==> src/hdl/lexicographic_permutation_stepper_core_defines.svh <==
// ----------------------------------------------------------------------------
// lexicographic_permutation_stepper_core_defines
// assertion macros shared by the permutation stepper rtl
// ----------------------------------------------------------------------------
`ifndef LEXICOGRAPHIC_PERMUTATION_STEPPER_CORE_DEFINES_SVH
`define LEXICOGRAPHIC_PERMUTATION_STEPPER_CORE_DEFINES_SVH

// same-cycle implication
`define LPS_ASSERT_IMP(label, clk, rst_n, ante, cons) \
    label: assert property (@(posedge clk) disable iff (!rst_n) (ante) |-> (cons)) \
        else $error("lps assertion failed");

// next-cycle implication
`define LPS_ASSERT_NXT(label, clk, rst_n, ante, cons) \
    label: assert property (@(posedge clk) disable iff (!rst_n) (ante) |=> (cons)) \
        else $error("lps assertion failed");

`endif

==> src/hdl/lps_pkg.sv <==
// ----------------------------------------------------------------------------
// lps_pkg
// shared types and constants of the permutation stepper
// ----------------------------------------------------------------------------
`default_nettype none

package lps_pkg;

    localparam int MAX_ELEMENTS_DEF = 8;
    localparam int VALUE_BITS_DEF   = 16;

    // fixed port field widths
    localparam int INDEX_BITS    = 3;
    localparam int ELEM_BITS     = 16;
    localparam int POS_BITS      = 3;
    localparam int LEN_BITS      = 4;
    localparam int IN_DATA_BITS  = 24;
    localparam int OUT_DATA_BITS = 24;

    localparam logic [LEN_BITS-1:0] LEN_RESET  = 4'd4;
    localparam int                  MIN_LENGTH = 2;

    // apb register map
    localparam int APB_DATA_BITS = 32;
    localparam int APB_ADDR_BITS = 3;
    localparam int REG_IDX_BITS  = APB_ADDR_BITS - 2;
    localparam logic [REG_IDX_BITS-1:0] REG_LENGTH = 1'b0;

    // input kinds carried on tuser
    localparam logic MODE_LOAD    = 1'b0;
    localparam logic MODE_ADVANCE = 1'b1;

    // command queue depth, a power of two
    localparam int QUEUE_DEPTH = 2;

    typedef struct packed {
        logic                  is_advance;
        logic [INDEX_BITS-1:0] index;
        logic [ELEM_BITS-1:0]  value;
    } cmd_t;

    typedef struct packed {
        logic valid;
        logic final_arr;
    } snap_t;

    typedef enum logic [1:0] {
        ENG_IDLE,
        ENG_SORT,
        ENG_SWAP
    } eng_state_t;

endpackage

`default_nettype wire

==> src/hdl/lps_front.sv <==
// ----------------------------------------------------------------------------
// lps_front
// accepts input transactions, drops out-of-range loads, queues commands
// ----------------------------------------------------------------------------
`default_nettype none

module lps_front import lps_pkg::*;
#(
    parameter int MAX_ELEMENTS = MAX_ELEMENTS_DEF
)
(
    input  wire logic                    clk,
    input  wire logic                    rst_n,
    input  wire logic                    s_tvalid,
    output logic                         s_tready,
    input  wire logic [IN_DATA_BITS-1:0] s_tdata,
    input  wire logic                    s_tuser,
    output logic                         cmd_valid,
    output cmd_t                         cmd,
    input  wire logic                    cmd_ready
);

    localparam int QP_W = $clog2(QUEUE_DEPTH);
    localparam int QC_W = $clog2(QUEUE_DEPTH + 1);

    cmd_t            q_reg [QUEUE_DEPTH];
    logic [QP_W-1:0] wr_ptr_reg, wr_ptr_next;
    logic [QP_W-1:0] rd_ptr_reg, rd_ptr_next;
    logic [QC_W-1:0] count_reg, count_next;

    cmd_t in_cmd;
    logic keep;
    logic push;
    logic pop;

    always_comb
    begin
        in_cmd.is_advance = (s_tuser == MODE_ADVANCE);
        in_cmd.index      = s_tdata[INDEX_BITS-1:0];
        in_cmd.value      = s_tdata[INDEX_BITS +: ELEM_BITS];
        // loads beyond the store are dropped here
        keep = in_cmd.is_advance || (32'(in_cmd.index) < 32'(MAX_ELEMENTS));
    end

    assign s_tready  = (count_reg != QC_W'(QUEUE_DEPTH));
    assign cmd_valid = (count_reg != '0);
    assign cmd       = q_reg[rd_ptr_reg];
    assign push      = s_tvalid && s_tready && keep;
    assign pop       = cmd_valid && cmd_ready;

    always_comb
    begin
        wr_ptr_next = push ? wr_ptr_reg + QP_W'(1) : wr_ptr_reg;
        rd_ptr_next = pop ? rd_ptr_reg + QP_W'(1) : rd_ptr_reg;
        count_next  = count_reg;
        if (push && !pop)
        begin
            count_next = count_reg + QC_W'(1);
        end
        else if (pop && !push)
        begin
            count_next = count_reg - QC_W'(1);
        end
    end

    always_ff @(posedge clk or negedge rst_n)
    begin
        if (!rst_n)
        begin
            wr_ptr_reg <= '0;
            rd_ptr_reg <= '0;
            count_reg  <= '0;
        end
        else
        begin
            wr_ptr_reg <= wr_ptr_next;
            rd_ptr_reg <= rd_ptr_next;
            count_reg  <= count_next;
        end
    end

    always_ff @(posedge clk)
    begin
        if (push)
        begin
            q_reg[wr_ptr_reg] <= in_cmd;
        end
    end

endmodule

`default_nettype wire

==> src/hdl/lps_engine.sv <==
// ----------------------------------------------------------------------------
// lps_engine
// element store, snapshot for emission and next-permutation stepping
// ----------------------------------------------------------------------------
`default_nettype none

module lps_engine import lps_pkg::*;
#(
    parameter int MAX_ELEMENTS = MAX_ELEMENTS_DEF,
    parameter int VALUE_BITS   = VALUE_BITS_DEF
)
(
    input  wire logic                                    clk,
    input  wire logic                                    rst_n,
    input  wire logic                                    cmd_valid,
    input  wire cmd_t                                    cmd,
    output logic                                         cmd_ready,
    input  wire logic [$clog2(MAX_ELEMENTS+1)-1:0]       active_len,
    input  wire logic                                    emit_idle,
    output snap_t                                        snap,
    output logic [MAX_ELEMENTS-1:0][ELEM_BITS-1:0]       snap_elems
);

    localparam int IDX_W = $clog2(MAX_ELEMENTS);
    localparam int CNT_W = $clog2(MAX_ELEMENTS + 1);

    eng_state_t state_reg, state_next;

    logic [VALUE_BITS-1:0] store_reg  [MAX_ELEMENTS];
    logic [VALUE_BITS-1:0] store_next [MAX_ELEMENTS];

    logic [CNT_W-1:0]      pass_reg, pass_next;
    logic                  phase_reg, phase_next;
    logic                  has_pivot_reg, has_pivot_next;
    logic [IDX_W-1:0]      pivot_reg, pivot_next;
    logic [IDX_W-1:0]      lo_reg, lo_next;
    logic [VALUE_BITS-1:0] pv_reg, pv_next;

    logic                    piv_found;
    logic [IDX_W-1:0]        piv_idx;
    logic [IDX_W-1:0]        swap_idx;
    logic [IDX_W-1:0]        rd_idx;
    logic [VALUE_BITS-1:0]   rd_data;
    logic [MAX_ELEMENTS-2:0] sort_swap;
    logic                    do_load;
    logic                    do_start;

    // rightmost rising neighbor pair inside the active length
    always_comb
    begin
        piv_found = 1'b0;
        piv_idx   = '0;
        for (int i = 0; i < MAX_ELEMENTS - 1; i++)
        begin
            if ((store_reg[i] < store_reg[i+1]) && (CNT_W'(i + 1) < active_len))
            begin
                piv_found = 1'b1;
                piv_idx   = IDX_W'(i);
            end
        end
    end

    // suffix is sorted by now: leftmost entry above the pivot value
    always_comb
    begin
        swap_idx = '0;
        for (int i = MAX_ELEMENTS - 1; i > 0; i--)
        begin
            if ((store_reg[i] > pv_reg) && (IDX_W'(i) > pivot_reg)
                && (CNT_W'(i) < active_len))
            begin
                swap_idx = IDX_W'(i);
            end
        end
    end

    // single shared read port
    assign rd_idx  = (state_reg == ENG_IDLE) ? piv_idx : swap_idx;
    assign rd_data = store_reg[rd_idx];

    // odd-even transposition pass over the suffix
    always_comb
    begin
        for (int i = 0; i < MAX_ELEMENTS - 1; i++)
        begin
            sort_swap[i] = (state_reg == ENG_SORT) && (1'(i) == phase_reg)
                           && (IDX_W'(i) >= lo_reg) && (CNT_W'(i + 1) < active_len)
                           && (store_reg[i] > store_reg[i+1]);
        end
    end

    always_comb
    begin
        for (int i = 0; i < MAX_ELEMENTS; i++)
        begin
            snap_elems[i] = ELEM_BITS'(store_reg[i]);
        end
    end

    // next state
    always_comb
    begin
        state_next = state_reg;
        unique case (state_reg)
            ENG_IDLE:
            begin
                if (cmd_valid && cmd.is_advance && emit_idle)
                begin
                    state_next = ENG_SORT;
                end
            end
            ENG_SORT:
            begin
                if (pass_reg == CNT_W'(1))
                begin
                    state_next = has_pivot_reg ? ENG_SWAP : ENG_IDLE;
                end
            end
            ENG_SWAP:
            begin
                state_next = ENG_IDLE;
            end
            default:
            begin
                state_next = ENG_IDLE;
            end
        endcase
    end

    // outputs
    always_comb
    begin
        cmd_ready      = 1'b0;
        do_load        = 1'b0;
        do_start       = 1'b0;
        snap.valid     = 1'b0;
        snap.final_arr = !piv_found;
        unique case (state_reg)
            ENG_IDLE:
            begin
                if (cmd_valid && !cmd.is_advance)
                begin
                    cmd_ready = 1'b1;
                    do_load   = 1'b1;
                end
                else if (cmd_valid && emit_idle)
                begin
                    cmd_ready  = 1'b1;
                    do_start   = 1'b1;
                    snap.valid = 1'b1;
                end
            end
            ENG_SORT,
            ENG_SWAP:
            begin
                cmd_ready = 1'b0;
            end
            default:
            begin
                cmd_ready = 1'b0;
            end
        endcase
    end

    // datapath next values
    always_comb
    begin
        pass_next      = pass_reg;
        phase_next     = phase_reg;
        has_pivot_next = has_pivot_reg;
        pivot_next     = pivot_reg;
        lo_next        = lo_reg;
        pv_next        = pv_reg;
        if (do_start)
        begin
            pass_next      = active_len;
            phase_next     = 1'b0;
            has_pivot_next = piv_found;
            pivot_next     = piv_idx;
            lo_next        = piv_found ? piv_idx + IDX_W'(1) : '0;
            pv_next        = rd_data;
        end
        else if (state_reg == ENG_SORT)
        begin
            pass_next  = pass_reg - CNT_W'(1);
            phase_next = !phase_reg;
        end
    end

    always_comb
    begin
        store_next = store_reg;
        if (do_load)
        begin
            for (int i = 0; i < MAX_ELEMENTS; i++)
            begin
                if (32'(cmd.index) == 32'(i))
                begin
                    store_next[i] = VALUE_BITS'(cmd.value);
                end
            end
        end
        for (int i = 0; i < MAX_ELEMENTS - 1; i++)
        begin
            if (sort_swap[i])
            begin
                store_next[i]   = store_reg[i+1];
                store_next[i+1] = store_reg[i];
            end
        end
        if (state_reg == ENG_SWAP)
        begin
            store_next[pivot_reg] = rd_data;
            store_next[swap_idx]  = pv_reg;
        end
    end

    always_ff @(posedge clk or negedge rst_n)
    begin
        if (!rst_n)
        begin
            state_reg     <= ENG_IDLE;
            pass_reg      <= '0;
            phase_reg     <= 1'b0;
            has_pivot_reg <= 1'b0;
        end
        else
        begin
            state_reg     <= state_next;
            pass_reg      <= pass_next;
            phase_reg     <= phase_next;
            has_pivot_reg <= has_pivot_next;
        end
    end

    always_ff @(posedge clk)
    begin
        pivot_reg <= pivot_next;
        lo_reg    <= lo_next;
        pv_reg    <= pv_next;
        store_reg <= store_next;
    end

endmodule

`default_nettype wire

==> src/hdl/lps_emit.sv <==
// ----------------------------------------------------------------------------
// lps_emit
// serializes a snapshot of the arrangement into the output register
// ----------------------------------------------------------------------------
`default_nettype none

module lps_emit import lps_pkg::*;
#(
    parameter int MAX_ELEMENTS = MAX_ELEMENTS_DEF
)
(
    input  wire logic                                   clk,
    input  wire logic                                   rst_n,
    input  wire snap_t                                  snap,
    input  wire logic [$clog2(MAX_ELEMENTS+1)-1:0]      snap_len,
    input  wire logic [MAX_ELEMENTS-1:0][ELEM_BITS-1:0] snap_elems,
    output logic                                        emit_idle,
    output logic                                        m_tvalid,
    input  wire logic                                   m_tready,
    output logic [OUT_DATA_BITS-1:0]                    m_tdata,
    output logic                                        m_tlast,
    output logic                                        m_tuser
);

    localparam int IDX_W = $clog2(MAX_ELEMENTS);
    localparam int CNT_W = $clog2(MAX_ELEMENTS + 1);

    logic [MAX_ELEMENTS-1:0][ELEM_BITS-1:0] buf_reg, buf_next;
    logic [CNT_W-1:0]     cnt_reg, cnt_next;
    logic [IDX_W-1:0]     pos_reg, pos_next;
    logic                 final_reg, final_next;

    logic                 out_valid_reg, out_valid_next;
    logic [POS_BITS-1:0]  out_pos_reg, out_pos_next;
    logic [ELEM_BITS-1:0] out_elem_reg, out_elem_next;
    logic                 out_last_reg, out_last_next;
    logic                 out_final_reg, out_final_next;

    logic adv;

    assign emit_idle = (cnt_reg == '0);
    // move one element into the output register when it is free or being taken
    assign adv = !emit_idle && (!out_valid_reg || m_tready);

    always_comb
    begin
        buf_next       = buf_reg;
        cnt_next       = cnt_reg;
        pos_next       = pos_reg;
        final_next     = final_reg;
        out_valid_next = out_valid_reg && !m_tready;
        out_pos_next   = out_pos_reg;
        out_elem_next  = out_elem_reg;
        out_last_next  = out_last_reg;
        out_final_next = out_final_reg;
        if (adv)
        begin
            out_valid_next = 1'b1;
            out_pos_next   = POS_BITS'(pos_reg);
            out_elem_next  = buf_reg[0];
            out_last_next  = (cnt_reg == CNT_W'(1));
            out_final_next = final_reg;
            buf_next       = buf_reg >> ELEM_BITS;
            cnt_next       = cnt_reg - CNT_W'(1);
            pos_next       = pos_reg + IDX_W'(1);
        end
        else if (snap.valid)
        begin
            buf_next   = snap_elems;
            cnt_next   = snap_len;
            pos_next   = '0;
            final_next = snap.final_arr;
        end
    end

    always_ff @(posedge clk or negedge rst_n)
    begin
        if (!rst_n)
        begin
            cnt_reg       <= '0;
            out_valid_reg <= 1'b0;
        end
        else
        begin
            cnt_reg       <= cnt_next;
            out_valid_reg <= out_valid_next;
        end
    end

    always_ff @(posedge clk)
    begin
        buf_reg       <= buf_next;
        pos_reg       <= pos_next;
        final_reg     <= final_next;
        out_pos_reg   <= out_pos_next;
        out_elem_reg  <= out_elem_next;
        out_last_reg  <= out_last_next;
        out_final_reg <= out_final_next;
    end

    assign m_tvalid = out_valid_reg;
    assign m_tdata  = OUT_DATA_BITS'({out_elem_reg, out_pos_reg});
    assign m_tlast  = out_last_reg;
    assign m_tuser  = out_final_reg;

endmodule

`default_nettype wire

==> src/hdl/lexicographic_permutation_stepper_core.sv <==
// ----------------------------------------------------------------------------
// lexicographic_permutation_stepper_core
// steps a small loaded set of values through its lexicographic permutations
// ----------------------------------------------------------------------------
// usage:
//   apb register 0 (length, reset 4) sets how many elements are permuted,
//   clamped to 2..MAX_ELEMENTS; write it only while the block is idle.
//   input stream: tuser 0 is a load (tdata index and value), tuser 1 an
//   advance. a load writes one store entry and gives no output.
//   an advance emits the current arrangement as length output transactions
//   (position, element, tlast on the final one, tuser set when it is the
//   descending arrangement), then steps the store to the next permutation.
//   stepping: an advance takes a snapshot for emission, then runs the
//   odd-even transposition sort of the suffix and then the pivot swap;
//   emission runs from a snapshot buffer in parallel with the step. the
//   next advance waits until the step is done and that buffer is empty.
//   reset: length returns to 4 and the queues empty; store contents stay
//   undefined until loaded.
//   stall: the output register holds, the snapshot buffer waits, the next
//   advance waits in the 2-entry command queue and then s_tready drops.
// ----------------------------------------------------------------------------
`default_nettype none

`include "lexicographic_permutation_stepper_core_defines.svh"

module lexicographic_permutation_stepper_core import lps_pkg::*;
#(
    parameter int MAX_ELEMENTS = MAX_ELEMENTS_DEF,
    parameter int VALUE_BITS   = VALUE_BITS_DEF
)
(
    input  wire logic                     clk,
    input  wire logic                     rst_n,
    input  wire logic                     psel,
    input  wire logic                     penable,
    input  wire logic                     pwrite,
    input  wire logic [APB_ADDR_BITS-1:0] paddr,
    input  wire logic [APB_DATA_BITS-1:0] pwdata,
    output logic      [APB_DATA_BITS-1:0] prdata,
    output logic                          pready,
    input  wire logic                     s_tvalid,
    output logic                          s_tready,
    // [2:0] load_index, [18:3] load_value, [23:19] zero
    input  wire logic [IN_DATA_BITS-1:0]  s_tdata,
    // [0] mode
    input  wire logic                     s_tuser,
    output logic                          m_tvalid,
    input  wire logic                     m_tready,
    // [2:0] position, [18:3] element, [23:19] zero
    output logic [OUT_DATA_BITS-1:0]      m_tdata,
    output logic                          m_tlast,
    // [0] final_arrangement
    output logic                          m_tuser
);

    localparam int CNT_W     = $clog2(MAX_ELEMENTS + 1);
    localparam int LEN_EXT_W = LEN_BITS + 1;
    localparam logic [LEN_EXT_W-1:0] MAX_LEN = LEN_EXT_W'(MAX_ELEMENTS);
    localparam logic [LEN_EXT_W-1:0] MIN_LEN = LEN_EXT_W'(MIN_LENGTH);

    logic [LEN_BITS-1:0]     length_reg, length_next;
    logic [REG_IDX_BITS-1:0] reg_idx;
    logic                    cfg_wr;
    logic [LEN_EXT_W-1:0]    len_ext;
    logic [LEN_EXT_W-1:0]    len_clamped;
    logic [CNT_W-1:0]        active_len;

    logic  cmd_valid;
    cmd_t  cmd;
    logic  cmd_ready;
    logic  emit_idle;
    snap_t snap;
    logic [MAX_ELEMENTS-1:0][ELEM_BITS-1:0] snap_elems;

    // apb register port
    assign pready  = 1'b1;
    assign reg_idx = paddr[APB_ADDR_BITS-1:2];
    assign cfg_wr  = psel && penable && pwrite && pready;
    assign prdata  = (reg_idx == REG_LENGTH) ? APB_DATA_BITS'(length_reg) : '0;

    always_comb
    begin
        length_next = length_reg;
        if (cfg_wr && (reg_idx == REG_LENGTH))
        begin
            length_next = pwdata[LEN_BITS-1:0];
        end
    end

    always_ff @(posedge clk or negedge rst_n)
    begin
        if (!rst_n)
        begin
            length_reg <= LEN_RESET;
        end
        else
        begin
            length_reg <= length_next;
        end
    end

    always_comb
    begin
        len_ext = LEN_EXT_W'(length_reg);
        if (len_ext < MIN_LEN)
        begin
            len_clamped = MIN_LEN;
        end
        else if (len_ext > MAX_LEN)
        begin
            len_clamped = MAX_LEN;
        end
        else
        begin
            len_clamped = len_ext;
        end
    end

    assign active_len = CNT_W'(len_clamped);

    lps_front #(
        .MAX_ELEMENTS (MAX_ELEMENTS)
    ) u_front (
        .clk       (clk),
        .rst_n     (rst_n),
        .s_tvalid  (s_tvalid),
        .s_tready  (s_tready),
        .s_tdata   (s_tdata),
        .s_tuser   (s_tuser),
        .cmd_valid (cmd_valid),
        .cmd       (cmd),
        .cmd_ready (cmd_ready)
    );

    lps_engine #(
        .MAX_ELEMENTS (MAX_ELEMENTS),
        .VALUE_BITS   (VALUE_BITS)
    ) u_engine (
        .clk        (clk),
        .rst_n      (rst_n),
        .cmd_valid  (cmd_valid),
        .cmd        (cmd),
        .cmd_ready  (cmd_ready),
        .active_len (active_len),
        .emit_idle  (emit_idle),
        .snap       (snap),
        .snap_elems (snap_elems)
    );

    lps_emit #(
        .MAX_ELEMENTS (MAX_ELEMENTS)
    ) u_emit (
        .clk        (clk),
        .rst_n      (rst_n),
        .snap       (snap),
        .snap_len   (active_len),
        .snap_elems (snap_elems),
        .emit_idle  (emit_idle),
        .m_tvalid   (m_tvalid),
        .m_tready   (m_tready),
        .m_tdata    (m_tdata),
        .m_tlast    (m_tlast),
        .m_tuser    (m_tuser)
    );

    // a snapshot never overwrites an arrangement still being emitted
    `LPS_ASSERT_IMP(a_snap_when_idle, clk, rst_n, snap.valid, emit_idle)
    // a taken snapshot always leaves elements to emit
    `LPS_ASSERT_NXT(a_snap_fills, clk, rst_n, snap.valid, !emit_idle)

endmodule

`default_nettype wire

==> config.mk <==
export PLATFORM = sky130hd
export DESIGN_NAME = lexicographic_permutation_stepper_core
export DESIGN_NICKNAME = d
export VERILOG_FILES = /design/src/hdl/lps_pkg.sv /design/src/hdl/lps_front.sv /design/src/hdl/lps_engine.sv /design/src/hdl/lps_emit.sv /design/src/hdl/lexicographic_permutation_stepper_core.sv
export VERILOG_INCLUDE_DIRS = /design/src /design/src/hdl
export SDC_FILE = /design/constraint.sdc
export NUM_CORES = 1
export LEC_CHECK = 0
export BUFFER_PORTS_ARGS = -buffer_cell sky130_fd_sc_hd__buf_2
export CORE_ASPECT_RATIO = 1.4
export CORE_UTILIZATION = 40
export CTS_CLUSTER_DIAMETER = 50
export DETAILED_ROUTE_END_ITERATION = 8
export GPL_ROUTABILITY_DRIVEN = 0
export HOLD_SLACK_MARGIN = 0.06
export PLACE_DENSITY_LB_ADDON = 0.3
export SYNTH_ARGS = -nofsm -noshare
export SYNTH_HDL_FRONTEND = slang
export SYNTH_SLANG_ARGS = --single-unit
==> constraint.sdc <==
create_clock -name clk -period 12.7 [get_ports clk]
set_input_delay 1.27 -clock clk [delete_from_list [all_inputs] [get_ports clk]]
set_output_delay 1.27 -clock clk [all_outputs]
set_load 0.01 [all_outputs]
* Yosys cells after proc, flatten, opt, wreduce, memory -nomap -nowiden
Memory sizes are Yosys's and may differ from the RTL's.
Index checks and enable logic that the tools add are counted.
** Storage, ports and cells
- Register bits :: 324
- Bits in latches :: 0
- Bits in writable memories :: 40
- ROM bits :: 0
- Input port bits :: 67
- Output and inout bits :: 61
- Word-level logic and storage cells :: 266
- Memories :: 1
** Memory list
- u_front.q_reg :: words 2, width 20, read ports 1, clocked after memory_dff 0, write ports 1, RTL line lps_front.sv:26 : cmd_t q_reg [QUEUE_DEPTH];
** Cells by class
- $add $sub $neg :: 8
- Multiply operators :: 0
- Div/mod/pow operators :: 0
- $lt $le $gt $ge :: 49
- Eq/ne operators :: 14
- Shift-type cells :: 0
- Mux-type cells :: 76
- Bitwise gates (word level) :: 6
- Reductions and logical operators :: 77
** Operators by type and width (number)
- $bwmux 128 :: 2
- $mux 128 :: 2
- $gt 16x16->1 :: 14
- $mux 112 :: 2
- $mux 32 :: 7
- $mux 16 :: 12
- $lt 16x16->1 :: 7
- $demux 16 s3 :: 2
- $logic_and 1x1->1 :: 59
- $bmux 16 s3 :: 1
- $mux 3 :: 15
- $mux 4 :: 7
- $mux 1 :: 20
- $lt 3x4->1 const A :: 4
- $eq 3x3->1 const B :: 4
- $ge 4x4->1 const B :: 3
- $gt 3x3->1 const A :: 4
- $not 3->4 :: 3
- $mux 2 :: 5
- $ge 3x3->1 const A :: 3
- $eq 4x1->1 const B :: 2
- $logic_not 1->1 :: 8
- $lt 2x4->1 const A :: 2
- $lt 4x1->1 const B :: 2
- 25 further kinds :: 40

* Longest topological paths before layout
Gate-level depths: netlist of run 1.
- Depth in word-level cells :: 20
- Depth in mapped cells :: 14

* Modules after synthesis
From an unflattened synthesis of run 1, not the netlist that was laid out.
** Second synthesis, totals
- Cell total of the unflattened synthesis :: 2638
- Area, all modules :: 25922.4 um^2
** Modules (own cells, without submodules)
- lps_engine :: instances 1, cells each 2150, area an instance 16872.4 um^2, sequential area each 3423.3 um^2
- lps_emit :: instances 1, cells each 358, area an instance 6929.1 um^2, sequential area each 4559.4 um^2
- lps_front :: instances 1, cells each 80, area an instance 1665.3 um^2, sequential area each 1301.2 um^2
- lexicographic_permutation_stepper_core :: instances 1, cells each 50, area an instance 455.4 um^2, sequential area each 101.3 um^2

* Worst setup path before layout of run 1
OpenSTA, ideal clock, no wires.
- Path kind :: input to register
- Start point :: in m_tready
- End point :: reg u_emit.cnt_reg[1]
- Setup time :: 310 ps
- Arrival :: 4733 ps
- Data required time :: 12390 ps
- Slack :: 7657 ps
- Stages on the path :: 4
- Path buffers :: 0
- Cells stage by stage :: nand2b_1 > nand2_1 > nand2b_1 > o221ai_1
** Between the ends
- Longest elaborated chain between the ends :: 3
** RTL lines
- from (decl) :: RTL line lexicographic_permutation_stepper_core.sv:48 : input wire logic m_tready,
- $logic_or 1x1->1 (*) :: RTL line lps_emit.sv:43 : assign adv = !emit_idle && (!out_valid_reg || m_tready);
- $logic_and 1x1->1 (*) :: RTL line lps_emit.sv:43
- $mux 4 or $reduce_bool 2->1 (tied branches)
- to (signal assigned) :: RTL line lps_emit.sv:85 : cnt_reg <= cnt_next;
- to (decl) :: RTL line lps_emit.sv:29 : logic [CNT_W-1:0] cnt_reg, cnt_next;
Mark *: on every way between the ends. The rest lies on a longest branch, timed or not.
A chain may end at the register's enable or synchronous reset.

==> run summary, run 1 <==
The flow ran to the end, but the final reports show violations. The checks that failed: capacitance limit. The type of the setup path with the least slack is reg2reg. The routed via count is 24,500.

The run gives 0 as the count of pins over their slew limit. The final hold violation count is 0. The tools report the number of maximum-capacitance constraint violations as 1.

Before antenna repair, the detailed router went through 7 iterations. The netlist area before placement came out at 0.0262 sq mm. Of all nets on the critical path, the largest fanout is 64.

STA classifies the critical path startpoint as a register. The combined flip-flop and latch cell area is 0.00939 sq mm. After filler insertion, the fill cell instance count of the layout stands at 6,115. TritonCTS built the clock tree. The library cell contributing the largest single delay on the critical path was sky130_fd_sc_hd__nor4_1.

For the smallest setup slack after layout, the log shows 6.65 ns. The biggest area consumer among synthesized cells is sky130_fd_sc_hd__edfxtp_1. The met3 wire length was 9840 microns; the clock buffer count from CTS was 43.

Leaving out fill and tap cells, the most frequent cells in the layout are 358 x sky130_fd_sc_hd__nand2_1, 258 x sky130_fd_sc_hd__o21ai_0, 231 x sky130_fd_sc_hd__ha_1. From left edge to right edge, the die measures 218 microns. The total area inside the core boundary comes to 0.0645 sq mm. The overall global routing resource usage was 29.4%. Post-cts gate resize count: 0. The initialized floorplan defines 110 standard-cell rows.

The analysis attributes to cell leakage a power of 11.9 nW. Setup repair after global routing left no endpoint under its margin. Most instantiated flip-flop cell in the synthesis netlist: sky130_fd_sc_hd__edfxtp_1. Sum of negative setup slack: 0 ns. The die is 305 microns tall.

Summed over all nets, wire length on met2 after detailed routing comes to 44,300 microns. The number of distinct standard cells referenced by the synthesized netlist was 86. After synthesis, the cell types taking the most area are sky130_fd_sc_hd__edfxtp_1 23%, sky130_fd_sc_hd__ha_1 11%, sky130_fd_sc_hd__dfxtp_1 11%, sky130_fd_sc_hd__mux2i_1 6.8%, sky130_fd_sc_hd__nand2_1 5.1%. In the final layout, the multi-input gates occupy 0.0155 sq mm.

In this run the remaining antenna-violating nets after routing total 0. In this run the tightest slew margin relative to its limit is 1.79%. The routed design could run at a clock period as short as 6.05 ns.

A synthesized cell averages 9.06 sq um. On the final layout, the worst hold slack is 0.417 ns. The peak clock frequency supported by timing is 0.165 GHz, and the overall routed net length is 99,300 microns. Setup violations remaining at the end of the flow were counted as 0.

Input and output buffers added on the ports amount to 58. The synthesized design contains 199 enable-type register cells. For the instance area after placement, the log shows 0.0272 sq mm.

The run gives 72,800 microns as the half-perimeter wire length after placement. In the final layout, the share of cells above drive strength 1 is 11.1%. The initial antenna violation count was 2; the synthesis warning total was 0.

At the worst endpoint, the arrival time is 6.56 ns. The peak supply drop was 192 uV; the wire length of the first global-routing pass was 147,000 microns. For the sequential-to-total area share from yosys stat, the log shows 35.8%. Top-area cell type share of the netlist area: 22.8%. Counting every instance in the synthesized netlist gives 2,891. On the final layout, the worst clock skew is 0.0344 ns. The starting density of the core is 40.6%. Cells fill 44.2% of the core in the end.

After clock tree synthesis, the setup repair step added 0 buffers. For this design the top-level I/O count stands at 128. The area overhead of the layout relative to synthesis is 8.99%, and the power per unit of standard cell area is 275 mW/mm^2.

The run gives 0 as the number of hold-repair buffers added at the cts stage. In this run the top signal layer used is met5. Of the available clock period, the critical path in the final layout requires 47.6%.

The synthesized design contains 364 register bits. Library cell used as clock root buffer: sky130_fd_sc_hd__clkbuf_16. The most frequent standard cell in the layout excluding fill and tap cells was sky130_fd_sc_hd__nand2_1. At the end of the flow, the number of nets in the layout was 3,166. Excluding fillers, the count of instances in the completed layout stands at 3,744. The detail-routed via count per cell was 6.54; the average detailed-routed wire length per instance was 26.5 microns.

The clock input transition at the sequential cells of the worst setup and hold paths is 0.06 ns, and the data required time at the worst endpoint is 13.21 ns. The signal on the critical path passes through inv_1 > ha_1 > nand4_1 > nor4_1 > a21boi_1 > or4_1 > a2bb2oi_1 > o21ai_1 > a22oi_2 > buf_4 > mux2_2 > o221ai_1. The insertion delay to the later sink of the worst-skew pair is 0.62 ns.

The maximum buffer depth of the clock tree is 3. The area enclosed by the die boundary is 0.0666 sq mm. The via count of the first global-routing pass was 24,100; the total congestion overflow was 0. The logs give 2 for the total number of H-tree levels and 2,727 for the number of violations reported at the end of detailed-routing iteration 0. The tree built by TritonCTS fans out to 364 sinks. For this block, wires on met1 add up to 35,500 microns.

OpenSTA, run right after detailed placement, puts the worst setup slack at 7.07 ns. The tools report the category of the worst setup path capture point as a register. In this run, placement finished with an instance count of 3,662. For this run, design rule violations remaining after detail routing come to 0. The min-delay analysis places its worst path in the category reg2reg. The largest stage delay on the critical path is 1.02 ns.

The maximum number of pins on one net before global-route repair was 135; the actual transition at the worst max-transition pin was 1.45 ns. The logs give 0.0286 sq mm for the summed area of non-filler cells in the final layout and 7.85 mW for the overall power after layout. Proportion of register bits with asynchronous set or reset after synthesis: 5.77%.
-- synthesized netlist by cell type (7+ instances only) --
library cell	count
sky130_fd_sc_hd__a211oi_1	13
sky130_fd_sc_hd__a21boi_0	21
sky130_fd_sc_hd__a21o_1	24
sky130_fd_sc_hd__a21oi_1	174
sky130_fd_sc_hd__a221o_1	35
sky130_fd_sc_hd__a221oi_2	16
sky130_fd_sc_hd__a22o_1	11
sky130_fd_sc_hd__a22oi_1	21
sky130_fd_sc_hd__a2bb2oi_1	17
sky130_fd_sc_hd__a31oi_1	9
sky130_fd_sc_hd__a32oi_1	14
sky130_fd_sc_hd__and3_1	8
sky130_fd_sc_hd__buf_1	17
sky130_fd_sc_hd__buf_2	23
sky130_fd_sc_hd__buf_4	37
sky130_fd_sc_hd__buf_6	7
sky130_fd_sc_hd__clkbuf_1	127
sky130_fd_sc_hd__dfrtp_1	20
sky130_fd_sc_hd__dfxtp_1	144
sky130_fd_sc_hd__edfxtp_1	199
sky130_fd_sc_hd__ha_1	231
sky130_fd_sc_hd__inv_1	151
sky130_fd_sc_hd__mux2_2	68
sky130_fd_sc_hd__mux2i_1	177
sky130_fd_sc_hd__nand2_1	359
sky130_fd_sc_hd__nand2b_1	32
sky130_fd_sc_hd__nand3_1	50
sky130_fd_sc_hd__nand4_1	60
sky130_fd_sc_hd__nor2_1	153
sky130_fd_sc_hd__nor2b_1	41
sky130_fd_sc_hd__nor3_1	23
sky130_fd_sc_hd__o211ai_1	69
sky130_fd_sc_hd__o211ai_2	10
sky130_fd_sc_hd__o21a_1	13
sky130_fd_sc_hd__o21ai_0	259
sky130_fd_sc_hd__o21ai_1	10
sky130_fd_sc_hd__o221ai_1	97
sky130_fd_sc_hd__o22a_1	16
sky130_fd_sc_hd__o22ai_1	17
-- worst max-delay path: cells and delay by family, from the launching register on --
family	cells	cell delay, ns
AOI/OAI and AO/OA	5	1.88
adders and majority gates	1	0.30
buffers and inverters	2	0.92
DFF	1	0.58
muxes	1	0.54
and+or+nand+nor	3	1.62
-- kinds of logic (layout without fill, tap and decap cells) --
group	Yosys count	in the layout	share of synthesized area, %
AO/OA/AOI/OAI	899	899	23.4
XOR/XNOR	9	9	0.301
adder cells (fa/ha/maj)	231	231	11.0
buffers and inverters	362	342	6.03
flip-flops	364	364	35.8
multiplexers	245	245	9.68
other	2	35	0.0287
AND/OR/NAND/NOR	779	779	13.7
-- power by group --
part	switching, mW	internal [mW]	total, mW
logic	2.68	1.63	4.31
clock network	0.544	0.683	1.23
registers	0.571	1.74	2.31
-- layer usage --
metal | vias to the layer above | track usage [%]
met2 | 1699 | 45.8
li1 | 10800 | -
met5 | - | 0
met3 | 560 | 6.63
met1 | 11400 | 34.0
met4 | 2 | 25.1
-- final timing paths --
kind	startpoint	to	cells after the start	slack [ns]
worst max-delay path	u_engine.snap_elems[56]	u_engine.snap_elems[72]	12	6.65
worst min-delay path	u_emit.buf_reg[14]	u_emit.out_elem_reg[14]	0	0.42
worst max register to register	u_engine.snap_elems[56]	u_engine.snap_elems[72]	12	6.65
worst min register to register	u_emit.buf_reg[14]	u_emit.out_elem_reg[14]	0	0.42
max in group asynchronous	rst_n	length_reg[2]	1	11.71
min in group asynchronous	rst_n	u_emit.m_tvalid	1	0.63
-- final cells by class --
type                            instances  area share (%)
Sequential cell                       364            32.9
Clock buffer                           56            4.12
Antenna cell                            1         0.00876
Tap cell                              840            3.68
Inverter                              151            2.00
Clock inverter                         24           0.657
Timing Repair Buffer                  111            2.41
Multi-Input combinational cell       2197            54.3
No activity file was read; power rests on OpenSTA's default activity.
==> inputs of run 2 (changes only) <==
- clock period: 12.7 -> 5.8 ns (I/O delays scaled with it)
==> run summary, run 2 (synthesis gave the netlist of run 1 again) <==
The total number of H-tree levels is 2 (unchanged). Type of the worst min-delay path: in2reg (was reg2reg). The tools report the summed area of non-filler cells in the final layout as 0.0288 sq mm (was 0.0286 sq mm). The final hold violation count is 0 (unchanged).

The run finished, with violations left. Setup repair after global routing left no endpoint under its margin. The run gives 0.0666 sq mm (unchanged) as the area enclosed by the die boundary. The category of the worst setup path capture point was a register (unchanged). The setup slack of the most critical reg-to-reg path was 0.68 ns (was 6.65 ns); the site row count was 110 (unchanged). The number of instances on the worst hold path came out at 1 (was 0). The tools report the data required time at the worst endpoint as 6.30 ns (was 13.21 ns). For the via count of the first global-routing pass, the log shows 23,900 (was 24,100). The library cell used as clock root buffer is sky130_fd_sc_hd__clkbuf_16 (unchanged). Highest-count cells in the layout ignoring fill and taps: 358 x sky130_fd_sc_hd__nand2_1, 258 x sky130_fd_sc_hd__o21ai_0, 231 x sky130_fd_sc_hd__ha_1 (unchanged). The average detailed-routed wire length per instance is 26.0 microns (was 26.5 microns), and the number of design rule violations left after detail routing is 0 (unchanged). The run gives 0 (was 2) as the initial antenna violation count. The detail-routed via count per cell was 6.45 (was 6.54). The number of top-level design ports came out at 128 (unchanged).

The vertical die dimension came out at 305 microns (unchanged). The source of the worst register-to-register timing path is u_engine.snap_elems[57] (was u_engine.snap_elems[56]). Worst-case reg-to-reg path depth: 13 (was 12). Pre-CTS setup slack: 1.07 ns (was 7.07 ns). The logs give 6 (was 7) for the first-pass iteration count of the detailed router and 24,200 (was 24,500) for the routed via count. TritonCTS built the clock tree.

The tools report the final count of negative-setup-slack endpoints as 0 (unchanged). Violations in the final reports: capacitance limit, slew limit (was capacitance limit). For the worst clock skew, the log shows 0.0226 ns (was 0.0344 ns). The insertion delay to the later sink of the worst-skew pair is 0.61 ns (was 0.62 ns), and the clock buffer count from CTS is 42 (was 43).

Clock input transition at the sequential cells of the worst setup and hold paths: 0.06 ns (about the same). The final-layout worst hold slack is 0.154 ns (was 0.417 ns), and the static leakage is 12.0 nW (was 11.9 nW). The arrival time of the worst setup path came out at 5.62 ns (was 6.56 ns).

For the total congestion overflow, the log shows 0 (unchanged). Most frequent standard cell in the layout excluding fill and tap cells: sky130_fd_sc_hd__nand2_1 (unchanged). The run gives -0.603% (was 1.79%) as the headroom to the max-slew limit. The count of input and output buffers was 58 (unchanged); the peak fanout along the critical path was 64 (unchanged). The peak supply drop is 327 uV (was 192 uV), and the net count of the finished layout is 3,178 (was 3,166). For the smallest setup slack after layout, the log shows 0.681 ns (was 6.65 ns). CP cell instances: inv_1 > ha_1 > nand4_1 > nor4_1 > buf_4 > a21boi_1 > or4_1 > a2bb2oi_1 > o21ai_1 > a22oi_2 > buf_12 > mux2_2 > a221oi_2 (was inv_1 > ha_1 > nand4_1 > nor4_1 > a21boi_1 > or4_1 > a2bb2oi_1 > o21ai_1 > a22oi_2 > buf_4 > mux2_2 > o221ai_1). Number of maximum-capacitance constraint violations: 2 (was 1). Worst hold path endpoint: u_front.q_reg[0][1] (was u_emit.out_elem_reg[14]). The maximum number of pins on one net before global-route repair came out at 109 (was 135).

The maximum buffer depth of the clock tree was 3 (unchanged). The power per unit of standard cell area works out to 605 mW/mm^2 (was 275 mW/mm^2). The layout filler cell count is 6,142 (was 6,115), and the actual transition at the worst max-transition pin is 1.47 ns (was 1.45 ns). The tools report the end of the worst register-to-register path as u_engine.snap_elems[12] (was u_engine.snap_elems[72]). The area overhead of the layout relative to synthesis is 9.94% (was 8.99%), and the die outline width is 218 microns (unchanged).

The count of inserted antenna diode cells is 0 (was 1). The run gives 0.0273 sq mm (was 0.0272 sq mm) as the instance area after placement. The peak clock frequency supported by timing was 0.195 GHz (was 0.165 GHz). The logs give 0 (unchanged) for the number of nets with antenna violations after detailed routing and 1 (was 0) for the count of pins over their slew limit.

The start point of the worst hold path was s_tdata[4] (was u_emit.buf_reg[14]). The critical path startpoint category was a register (unchanged). The ratio of cells with drive above 1 in the final layout was 11.4% (was 11.1%). The half-perimeter wire length after placement was 72,400 microns (was 72,800 microns); the area of the core was 0.0645 sq mm (unchanged). The final critical-path share of the clock period came out at 88.3% (was 47.6%). The largest stage delay on the critical path was 0.56 ns (was 1.02 ns); the overall global routing resource usage was 28.8% (was 29.4%). The sum of negative setup slack is 0 ns (unchanged). The wire length of the first global-routing pass is 144,000 microns (was 147,000 microns). The tools report the number of sinks on the clock net as 364 (unchanged). The overall routed net length is 97,400 microns (was 99,300 microns). Post-cts gate resize count: 0 (unchanged). The starting density of the core came out at 40.6% (unchanged). The library cell contributing the largest single delay on the critical path was sky130_fd_sc_hd__dfxtp_1 (was sky130_fd_sc_hd__nor4_1). The number of violations reported at the end of detailed-routing iteration 0 is 2,916 (was 2,727), and the final critical path time including I/O delays and setup is 5.12 ns (was 6.05 ns). Type of the setup path with the least slack: reg2reg (unchanged).
-- run 2: worst max-delay path by stage --
stage	cells past startpoint	start	end
CTS	13	u_engine.snap_elems[59]	u_engine.snap_elems[11]
floorplan	5	u_engine.state_reg[1]	u_emit.cnt_reg[1]
detailed placement	13	u_engine.snap_elems[59]	u_engine.snap_elems[64]
global route	13	u_engine.snap_elems[59]	u_engine.snap_elems[12]
finish	13	u_engine.snap_elems[57]	u_engine.snap_elems[12]
global placement	13	u_engine.snap_elems[57]	u_engine.snap_elems[8]
-- run 2: stage by stage --
step | utilization (%) | instances | power [mW]
6_report | 44.6 | 3754 | 17.4
5_1_grt | 44.6 | 3754 | 18.3
3_5_place_dp | 42.4 | 3675 | 14.2
2_1_floorplan | - | 2923 | 11.1
3_3_place_gp | 42.4 | 3675 | 13.7
4_1_cts | 44.6 | 3754 | 17.1
-- run 2: critical path, delay by kind of cell, from the launching register on --
kind	cells	cell delay, ns
compound gates	5	1.78
simple gates	3	1.07
buf+inv	3	0.74
flops	1	0.56
mux	1	0.49
fa+ha+maj	1	0.32
-- run 2: what timing repair did --
item / CTS / global route
buffers inserted: 0 / 0
hold buffers: 1 / 0
endpoints found under the hold margin: 20 / 0
-- run 2: final cells by class --
cell class              count  area (sq um)  area share (%)
repair buffers            124           851            2.95
clock inverters            21           189           0.656
clock buffers              57          1270            4.42
inverters                 151           572            1.98
flip-flops and latches    364          9390            32.6
multi-input cells        2197         15500            53.8
well taps                 840          1050            3.65
-- run 2: power breakdown --
group          leakage [nW]  switching, mW  internal [mW]
Combinational          7.90           5.89           3.61
Clock                 0.724           1.22           1.65
Sequential             3.38           1.25           3.81
-- run 2: per-layer routing --
| layer | part of all wire (%) | wire (microns) | GRT usage [%] | vias to the layer above |
|---|---|---|---|---|
| li1 | - | - | - | 10800 |
| met1 | 36 | 35100 | 33.3 | 11300 |
| met2 | 46 | 45200 | 46.6 | 1632 |
| met3 | 8.8 | 8550 | 4.97 | 505 |
| met4 | 8.8 | 8620 | 23.5 | 0 |
| met5 | 0 | 0 | 0 | - |
